--- config.mk ---
export PLATFORM = sky130hd
export DESIGN_NAME = rmq_sqrt
export DESIGN_NICKNAME = d
export VERILOG_FILES = /design/src/hdl/rotation_matrix_to_quaternion_macros.svh /design/src/hdl/rmq_pkg.sv /design/src/hdl/rmq_sqrt.sv
export SDC_FILE = /design/constraint.sdc
export NUM_CORES = 1
export LEC_CHECK = 0
export CAP_MARGIN = 20
export CORE_ASPECT_RATIO = 0.9
export CORE_MARGIN = 3
export CORE_UTILIZATION = 55
export CTS_CLUSTER_DIAMETER = 100
export DETAILED_ROUTE_END_ITERATION = 12
export DONT_BUFFER_PORTS = 1
export PLACE_DENSITY_LB_ADDON = 0.3
export SLEW_MARGIN = 20
export SYNTH_ARGS = -nofsm -noshare
export SYNTH_HDL_FRONTEND = slang
export SYNTH_SLANG_ARGS = --single-unit
--- constraint.sdc ---
create_clock -name clk -period 7.4 [get_ports clk]
set_input_delay 0.74 -clock clk [delete_from_list [all_inputs] [get_ports clk]]
set_output_delay 0.74 -clock clk [all_outputs]
set_load 0.02 [all_outputs]
--- src/hdl/rotation_matrix_to_quaternion_macros.svh ---
// Assertion macros for the rotation matrix to quaternion converter.
// Users must have clk and rst_n in scope at the point of use.
`ifndef ROTATION_MATRIX_TO_QUATERNION_MACROS_SVH
`define ROTATION_MATRIX_TO_QUATERNION_MACROS_SVH

// Same-cycle implication, checked outside reset
`define RMQ_ASSERT_IMPLIES(label, ante, cons, msg) \
    label: assert property (@(posedge clk) disable iff (!rst_n) (ante) |-> (cons)) \
        else $error(msg);

// Next-cycle implication, checked outside reset
`define RMQ_ASSERT_NEXT(label, ante, cons, msg) \
    label: assert property (@(posedge clk) disable iff (!rst_n) (ante) |=> (cons)) \
        else $error(msg);

`endif

--- src/hdl/rmq_pkg.sv ---
// Shared types and constants for the rotation matrix to quaternion converter.
// No dependencies; used by all modules and by the testbench.
package rmq_pkg;

    localparam int QONE       = 16384;
    localparam int SQ_STEPS   = 18;   // root bits, two radicand bits per step
    localparam int RAD_W      = 36;   // radicand a << 18, padded to even width
    localparam int DIV_STEPS  = 33;   // dividend bits, one quotient bit per step
    localparam int MIN_ROOT   = 512;  // root of the smallest positive argument

    typedef enum logic [1:0] {
        BR_TRACE = 2'd0,
        BR_X     = 2'd1,
        BR_Y     = 2'd2,
        BR_Z     = 2'd3
    } branch_t;

    // Sideband carried through the square-root pipeline
    typedef struct packed {
        branch_t            branch;
        logic               deg;
        logic signed [17:0] n0;
        logic signed [17:0] n1;
        logic signed [17:0] n2;
    } side_t;

    // Sideband carried through the divider pipeline
    typedef struct packed {
        branch_t     branch;
        logic        deg;
        logic [15:0] quarter;
        logic [2:0]  neg;
    } div_side_t;

endpackage

--- src/hdl/rmq_sqrt.sv ---
// Pipelined integer square root, floor(sqrt(rad << 18)), one root bit per stage.
// Depends on rmq_pkg; carries an rmq_pkg::side_t alongside each transaction.
module rmq_sqrt
    import rmq_pkg::*;
(
    input  logic        clk,
    input  logic        rst_n,
    input  logic        in_valid,
    output logic        in_ready,
    input  logic [16:0] rad,
    input  side_t       in_side,
    output logic        out_valid,
    input  logic        out_ready,
    output logic [17:0] root,
    output side_t       out_side
);

    logic              vld_reg  [SQ_STEPS];
    logic              stg_rdy  [SQ_STEPS];
    logic [17:0]       rem_reg  [SQ_STEPS];
    logic [17:0]       root_reg [SQ_STEPS];
    logic [RAD_W-1:0]  rad_reg  [SQ_STEPS];
    side_t             side_reg [SQ_STEPS];

    logic              vld_src  [SQ_STEPS];
    logic [17:0]       rem_next [SQ_STEPS];
    logic [17:0]       root_next[SQ_STEPS];
    logic [RAD_W-1:0]  rad_next [SQ_STEPS];
    side_t             side_next[SQ_STEPS];

    // Ready ripples back from the output through empty stages
    always_comb
    begin
        for (int i = SQ_STEPS - 1; i >= 0; i--)
        begin
            if (i == SQ_STEPS - 1)
                stg_rdy[i] = !vld_reg[i] || out_ready;
            else
                stg_rdy[i] = !vld_reg[i] || stg_rdy[i + 1];
        end
    end

    // One restoring root step per stage
    always_comb
    begin
        logic [17:0]      rem_in;
        logic [17:0]      root_in;
        logic [RAD_W-1:0] rad_in;
        logic [19:0]      shifted;
        logic [19:0]      trial;
        for (int i = 0; i < SQ_STEPS; i++)
        begin
            if (i == 0)
            begin
                vld_src[i]   = in_valid;
                rem_in       = '0;
                root_in      = '0;
                rad_in       = {1'b0, rad, 18'd0};
                side_next[i] = in_side;
            end
            else
            begin
                vld_src[i]   = vld_reg[i - 1];
                rem_in       = rem_reg[i - 1];
                root_in      = root_reg[i - 1];
                rad_in       = rad_reg[i - 1];
                side_next[i] = side_reg[i - 1];
            end
            shifted = {rem_in, rad_in[RAD_W-1 -: 2]};
            trial   = {1'b0, root_in[16:0], 2'b01};
            if (shifted >= trial)
            begin
                rem_next[i]  = 18'(shifted - trial);
                root_next[i] = {root_in[16:0], 1'b1};
            end
            else
            begin
                rem_next[i]  = shifted[17:0];
                root_next[i] = {root_in[16:0], 1'b0};
            end
            rad_next[i] = {rad_in[RAD_W-3:0], 2'b00};
        end
    end

    // Advance each stage when the stage ahead can take it
    always_ff @(posedge clk or negedge rst_n)
    begin
        if (!rst_n)
        begin
            for (int i = 0; i < SQ_STEPS; i++)
                vld_reg[i] <= 1'b0;
        end
        else
        begin
            for (int i = 0; i < SQ_STEPS; i++)
            begin
                if (stg_rdy[i])
                    vld_reg[i] <= vld_src[i];
                if (stg_rdy[i] && vld_src[i])
                begin
                    rem_reg[i]  <= rem_next[i];
                    root_reg[i] <= root_next[i];
                    rad_reg[i]  <= rad_next[i];
                    side_reg[i] <= side_next[i];
                end
            end
        end
    end

    assign in_ready  = stg_rdy[0];
    assign out_valid = vld_reg[SQ_STEPS - 1];
    assign root      = root_reg[SQ_STEPS - 1];
    assign out_side  = side_reg[SQ_STEPS - 1];

endmodule

Word level (Yosys, flattened, before mapping)
Memory sizes are Yosys's and may differ from the RTL's.
Cells that the tools add are included.
Widths: inputs -> output; s select.
Word-level totals
  bits in registers: 18
  RAM bits: 2286
  output and inout port bits: 77
  word-level logic and storage cells: 202
  memories kept: 4
Cells by class
  add/sub/neg operators: 18
  magnitude comparators: 18
  muxes and demuxes: 72
  reduce and logical (&&, ||, !) cells: 72
Memory list
  side_reg: depth 18, bits a word 57, read ports 18, clocked after memory_dff 0, write ports 18, line rmq_sqrt.sv:23  | side_t side_reg [SQ_STEPS];
  rad_reg: depth 18, bits a word 34, read ports 17, clocked after memory_dff 0, write ports 18, line rmq_sqrt.sv:22  | logic [RAD_W-1:0] rad_reg [SQ_STEPS];
  rem_reg: depth 18, bits a word 18, read ports 17, clocked after memory_dff 0, write ports 18, line rmq_sqrt.sv:20  | logic [17:0] rem_reg [SQ_STEPS];
  root_reg: depth 18, bits a word 18, read ports 18, clocked after memory_dff 0, write ports 18, line rmq_sqrt.sv:21  | logic [17:0] root_reg [SQ_STEPS];
Operators by type and width (number)
  $ge 20x19->1: 17
  $mux 18: 18
  $sub 18x18->18: 17
  $mux 1: 54
  $logic_and 1x1->1: 36
  $logic_not 1->1: 18
  $logic_or 1x1->1: 18
  $sub 1x1->2 const B: 1
  $ge 1x1->1 const B: 1

Logic depth before layout (Yosys ltp)
Gate-level depths: netlist of the first run.
  depth in word-level cells: 23
  depth in mapped cells: 12
  depth with buffers taken out: 11

Worst setup path after synthesis of the first run
Ideal clock, no wire load.
  kind: input -> register
  start point: input out_ready
  end point: memory rad_reg[6][30] (netlist bit), enable pin
  setup time: 0.582 ns
  data arrival time: 5.730 ns
  required time: 6.818 ns
  path slack: 1.088 ns
  cell stages on the path: 5
  path buffers: 0
  cells stage by stage: and4b_1 and3_1 nand3_1 nor2_1 a31oi_1
RTL lines
  start, declared: line rmq_sqrt.sv:13  | input logic out_ready,
  end, declared: line rmq_sqrt.sv:22

==> run summary, run 1 <==
status: finished clean
routed wire length: 85.67 mm
largest fanout on the critical path: 18
Clock Skew: 0.02222 ns
setup TNS: 0 ns
sequential area share after synthesis: 0.8050
DR iter-0 viols: 1460
Longest Clk Path Bufs: 3
Combinational Power Share: 0.048
Required @ worst endpoint: 7.88 ns
Clock Latency Late Sink: 0.74 ns
min-delay src: rad[11]
fill count: 7234
CTS buffer count: 149
global-route wire length before repair: 137.3 mm
# rows: 112
Hold Path Sink: rad_reg[0][29]
Seq pwr share: 0.560
crit start category: flop
unrepaired setup endpoints after global routing: false
top_reg_cell synth: edfxtp_1
Routed wire per std cell: 17.55 um
FMAX: 0.2529 GHz
Die Height: 314.4 um
Die ar.: 109600 um^2
HP Class: primary input to flop
Post-CTS Repair Setup Buffers: 0
Pwr Total: 18830 uW
Reg2Reg Depth: 9
core box area: 104300 um^2
Worst-path clk slew: 0.06 ns
final worst path period share: 0.5343
Cell Area, Synth: 58120 um^2
Post-CTS Resized: 0
DR vias: 25970
vias in the first global route: 26060
H-tree Lvls: 4
multi-input logic area: 10570 um^2
Max Slew Vio Count: 0
Leak: 0.02273 uW
CTS tree: built
Crit path arrival time: 4.44 ns
Largest register FFs: 1026
commonest non-fill, non-tap cell in the layout: edfxtp_1
Reg2Reg Setup Slack: 3.45 ns
initial antenna violation count: 2
register bit total from synthesis: 1561
final hold slack: 0.09926 ns
Max-cap violations: 0
Final Hold Fails: 0
starting density of the core: 0.5574
Post-Synthesis Cells: 3261
Buffers on Ports: 0
min Tclk post-route: 3.954 ns
Die Wd: 348.6 um
Reg2Reg Launch Point: rem_reg[15][0]
Root Buffer: clkbuf_16
gp weighted congestion: 0.8344
PwrDens: 290.4 nW/um^2
worst vdd ir: 0.2249 mV
Hold Path Cell Cnt: 0
worst r2r dst: rem_reg[16][10]
grt total ovfl: 0
Clk pwr share: 0.392
Synth-to-Final Area Change: 11.61%
remaining antenna violation count after routing: 0
Ant. Diodes: 0
relative slew slack: 0.3552
Switch Pwr: 3937 uW
Async SR Flop Fraction: 0.01153
internal power: 14900 uW
Synth cell types: 74
largest net degree at the start of global routing: 89
syn_nets: 3519
sw frac: 0.2090
Final nets: 3665
Worst Max-Slew Pin Slew: 0.9628 ns
Total GRT Usage: 0.1585
io pins: 155
commonest non-fill, non-tap cells in the layout: edfxtp_1 (1543), inv_1 (208), ha_1 (172)
EDFF count, synth: 1543
share of cells above drive strength 1: 0.09510
Remaining DRCs: 0
CTS Sinks: 1561
detailed placement HPWL: 54.24 mm
critical path type: flop to flop
vias per cell: 5.321
Crit. End Element: flop
Seq. cell area: 46780 um^2
average cell area after synthesis: 17.82 um^2
DRT Pass-1 Iters: 5
Final setup violation count: 0
Synth Warn #: 0
synthesized netlist by cell type (5+ instances only):
master,number,share of area
xor2_1,76,0.011
o21ai_0,118,0.010
a22o_1,6,0.00090
clkbuf_1,20,0.0013
o22ai_1,5,0.00054
and3_1,20,0.0022
fa_1,8,0.0028
nand4b_1,5,0.00075
or4_1,14,0.0018
o31ai_1,9,0.0012
nand3b_1,9,0.0012
o21a_1,48,0.0062
a211oi_1,24,0.0031
a31oi_1,11,0.0012
a21o_1,38,0.0049
mux2i_1,8,0.0014
mux2_2,55,0.011
inv_1,208,0.013
o21bai_1,12,0.0016
edfxtp_1,1543,0.80
xnor2_1,103,0.016
dfrtp_1,18,0.0078
nor4_1,26,0.0028
nand3_1,33,0.0028
nor2_1,158,0.010
nor3_1,54,0.0047
or3_1,20,0.0022
nand2_1,114,0.0074
or2_2,16,0.0017
o211ai_1,15,0.0019
nand2b_1,40,0.0043
and2_1,5,0.00054
nor2b_1,23,0.0025
ha_1,172,0.037
a2111oi_0,7,0.0011
a21oi_1,133,0.011
o41ai_1,7,0.0011
a21boi_0,5,0.00065
nand4_1,13,0.0014
nor3b_1,5,0.00065
logic make-up (layout without fill, tap and decap cells):
logic type	count (synthesis)	count (layout)	synth area share
AO/OA/AOI/OAI	467	467	0.05040
XOR/XNOR	179	179	0.02698
adder cells (fa/ha/maj)	180	180	0.03979
buffers and inverters	237	488	0.01552
flip-flops	1561	1561	0.8050
multiplexers	67	67	0.01300
other	1	1	0.00006453
AND/OR/NAND/NOR	569	569	0.04922
routing by layer:
layer  routed length (um)  part of all wire  global-route usage  vias to the layer above
li1                     -                 -                   -                    12740
met1                37640              0.44              0.2094                    12520
met2                41890              0.49              0.2638                      541
met3                 3983             0.046             0.03377                      165
met4                 2147             0.025             0.05507                        2
met5                    9           0.00011                   0                        -
worst max path at each step:
stage,startpoint,endpoint,slack (ns),cells after the start
CTS,rem_reg[15][0],rem_reg[16][2],3.43,9
detailed placement,rem_reg[15][0],rem_reg[16][4],3.55,9
global placement,rem_reg[15][0],rem_reg[16][3],3.51,9
finish,rem_reg[15][0],rem_reg[16][10],3.45,9
global route,rem_reg[13][0],rem_reg[14][2],3.25,9
floorplan,out_ready,rad_reg[6][30],1.09,5
timing repair:
action	in CTS	in global routing
setup endpoints to repair	0	0
hold endpoints to repair	18	0
hold buffers	1	0
power groups by stage:
stage	Sequential (uW)	Combinational, uW	Clock (uW)
after floorplan	10700	698	0
after global placement	10700	889	0
after detailed placement	10700	911	0
after CTS	10500	924	7600
after global routing	10600	1030	7930
final	10500	912	7380
worst max-delay path, stage by stage (launching register included):
cell and delay [ns]:
edfxtp_1 0.48, ha_1 0.29, fa_1 0.47, a211o_1 0.33, a2111oi_0 0.60, o21ba_2 0.25, o311ai_1 0.13, o31a_1 0.31
a21o_1 0.44, mux2_2 0.39
area by class of cell:
type / count / area share
clock inverter: 81 / 0.01418
tap: 1368 / 0.02639
clock buffer: 175 / 0.05995
inverter: 208 / 0.01204
sequential: 1561 / 0.7213
timing repair buffer: 24 / 0.003164
multi-input combinational: 1463 / 0.1630
metrics by stage:
| stage | area [um^2] | util | std cells | setup slack (ns) |
|---|---|---|---|---|
| 2_1_floorplan | 58120 | - | 3261 | 1.088 |
| 3_3_place_gp | 60020 | 0.5757 | 4623 | 3.507 |
| 4_1_cts | 64840 | 0.6219 | 4880 | 3.433 |
| 3_5_place_dp | 60020 | 0.5757 | 4623 | 3.554 |
| 5_1_grt | 64860 | 0.6221 | 4880 | 3.249 |
| 6_report | 64860 | 0.6221 | 4880 | 3.446 |
Power figures use the tool's default switching activity.
==> run 2: changes to the inputs <==
==> constraint.sdc (replaced) <==
create_clock -name clk -period 4.15 [get_ports clk]
set_input_delay 0.415 -clock clk [delete_from_list [all_inputs] [get_ports clk]]
set_output_delay 0.415 -clock clk [all_outputs]
set_load 0.02 [all_outputs]
==> run summary, run 2 (synthesized netlist as in run 1, its figures left out) <==
HP Class: primary input to flop
Longest Clk Path Bufs: 3 (unchanged)
Clock Latency Late Sink: 0.74 ns (about the same)
largest fanout on the critical path: 18 (unchanged)
Die Wd: 348.6 um (unchanged)
Die Height: 314.4 um (unchanged)
share of cells above drive strength 1: 0.09671 (+0.001609)
remaining antenna violation count after routing: 0 (unchanged)
commonest non-fill, non-tap cell in the layout: edfxtp_1
post-route cell area: 66040 um^2 (+1.8%)
vias in the first global route: 26530 (+1.8%)
detailed placement HPWL: 53.08 mm (-2.1%)
sum of buffers and inverters on the critical path: 1 (+1)
Routed wire per std cell: 16.76 um (-4.5%)
CTS tree: built
Largest register FFs: 1026 (unchanged)
worst vdd ir: 0.4055 mV (+80%)
Final Hold Fails: 0 (unchanged)
Max-cap violations: 0 (unchanged)
min Tclk post-route: 3.877 ns (-0.07624 ns)
final worst path period share: 0.9343 (+0.4000)
Crit. End Element: flop
Final nets: 3757 (+2.5%)
Total GRT Usage: 0.1565 (-0.002046)
global-route wire length before repair: 135.8 mm (-1.1%)
WP depth: 10 (+1)
critical-path cell list: ha_1, fa_1, a211o_1, a2111oi_0, buf_4, o21ba_2, o311ai_1, o31a_1, a21o_1, mux2_2
Ant. Diodes: 0 (unchanged)
DR iter-0 viols: 1549 (+6.1%)
Leak: 0.02327 uW (+2.4%)
core box area: 104300 um^2 (unchanged)
largest stage delay on the critical path: 0.51 ns (-0.09 ns)
Root Buffer: clkbuf_16
CTS buffer count: 152 (+2.0%)
Slowest cell on crit path: a2111oi_0
relative slew slack: 0.3310 (-0.02423)
Reg2Reg Depth: 10 (+1)
# rows: 112 (unchanged)
Hold Path Cell Cnt: 2 (+2)
DRT Pass-1 Iters: 6 (+1)
gp weighted congestion: 0.8506 (+1.9%)
Post-DP Area: 60280 um^2 (+0.43%)
Die ar.: 109600 um^2 (unchanged)
FMAX: 0.2579 GHz (+2.0%)
largest net degree at the start of global routing: 92 (+3.4%)
Clock Skew: 0.03910 ns (+0.01688 ns)
routed wire length: 83.59 mm (-2.4%)
crit start category: flop
Largest delay share family, worst path: compound AO/OA/AOI/OAI gates
critical path type: flop to flop
unrepaired setup endpoints after global routing: false
H-tree Lvls: 4 (unchanged)
starting density of the core: 0.5574 (unchanged)
status: finished clean
CTS Sinks: 1561 (unchanged)
commonest non-fill, non-tap cells in the layout: edfxtp_1 (1543), inv_1 (208), ha_1 (172)
io pins: 155 (unchanged)
Required @ worst endpoint: 4.62 ns (-3.26 ns)
Crit path arrival time: 4.35 ns (-0.09 ns)
DR vias: 26220 (+0.95%)
Max Slew Vio Count: 0 (unchanged)
Pwr Total: 34040 uW (+81%)
Worst Max-Slew Pin Slew: 1.001 ns (+0.03833 ns)
Worst-path clk slew: 0.06 ns (about the same)
Buffers on Ports: 0 (unchanged)
Remaining DRCs: 0 (unchanged)
setup TNS: 0 ns (unchanged)
PwrDens: 515.5 nW/um^2 (+78%)
Final setup violation count: 0 (unchanged)
Post-CTS Repair Setup Buffers: 0 (unchanged)
initial antenna violation count: 3 (+1)
vias per cell: 5.257 (-1.2%)
grt total ovfl: 0 (unchanged)
Synth-to-Final Area Change: 13.64%
## run 2: what timing repair did
item	CTS	global route
resized for setup	0	0
hold endpoints to repair	95	0
hold buffers	77	0
## run 2: power by group
group / internal [uW] / switching (uW)
logic: 650 / 1100
registers: 18400 / 377
clock network: 8090 / 5440
## run 2: worst paths after layout
path | start | to | slack, ns
max in group asynchronous | rst_n | vld_reg[7] | 3.39
min in group asynchronous | rst_n | vld_reg[14] | 0.23
hold reg to reg | side_reg[6][10] | side_reg[7][10] | 0.40
setup / recovery | rem_reg[15][0] | rem_reg[16][8] | 0.27
setup reg to reg | rem_reg[15][0] | rem_reg[16][8] | 0.27
hold / removal | rst_n | side_reg[9][24] | 0.07
## run 2: area by class of cell
cell class / instances / area [um^2]
Clock buffer: 195 / 4090
Clock inverter: 79 / 890.9
Fill cell: 7167 / 38220
Inverter: 208 / 780.7
Multi-Input combinational cell: 1463 / 10570
Sequential cell: 1561 / 46780
Tap cell: 1368 / 1712
Timing Repair Buffer: 113 / 1211
## run 2: worst register-to-register path: cells and delay by family, from the launching register on
kind	cells	cell delay, ns
multiplexers	1	0.39
AO/OA/AOI/OAI	6	1.82
flip-flops	1	0.48
buffers and inverters	1	0.21
adder cells (fa/ha/maj)	2	0.72
## run 2: per-layer routing
| layer | vias up | share of wire | track usage | routed length, um |
|---|---|---|---|---|
| met1 | 12550 | 0.44 | 0.2023 | 36710 |
| met2 | 546 | 0.48 | 0.2592 | 40030 |
| met3 | 179 | 0.050 | 0.03413 | 4138 |
| met4 | 0 | 0.032 | 0.06565 | 2703 |
| met5 | - | 0 | 0 | 0 |
| li1 | 12940 | - | - | - |
## run 2: through the flow
stage	utilization	hold WS, ns	setup WS (ns)	cells
4_1_cts	0.6334	0.004442	0.2400	4987
5_1_grt	0.6334	0.03646	0.01614	4987
2_1_floorplan	-	0.1194	0.1630	3261
3_5_place_dp	0.5782	0.1203	0.2630	4636
3_3_place_gp	0.5782	0.1202	0.3725	4636
6_report	0.6334	0.07115	0.2726	4987
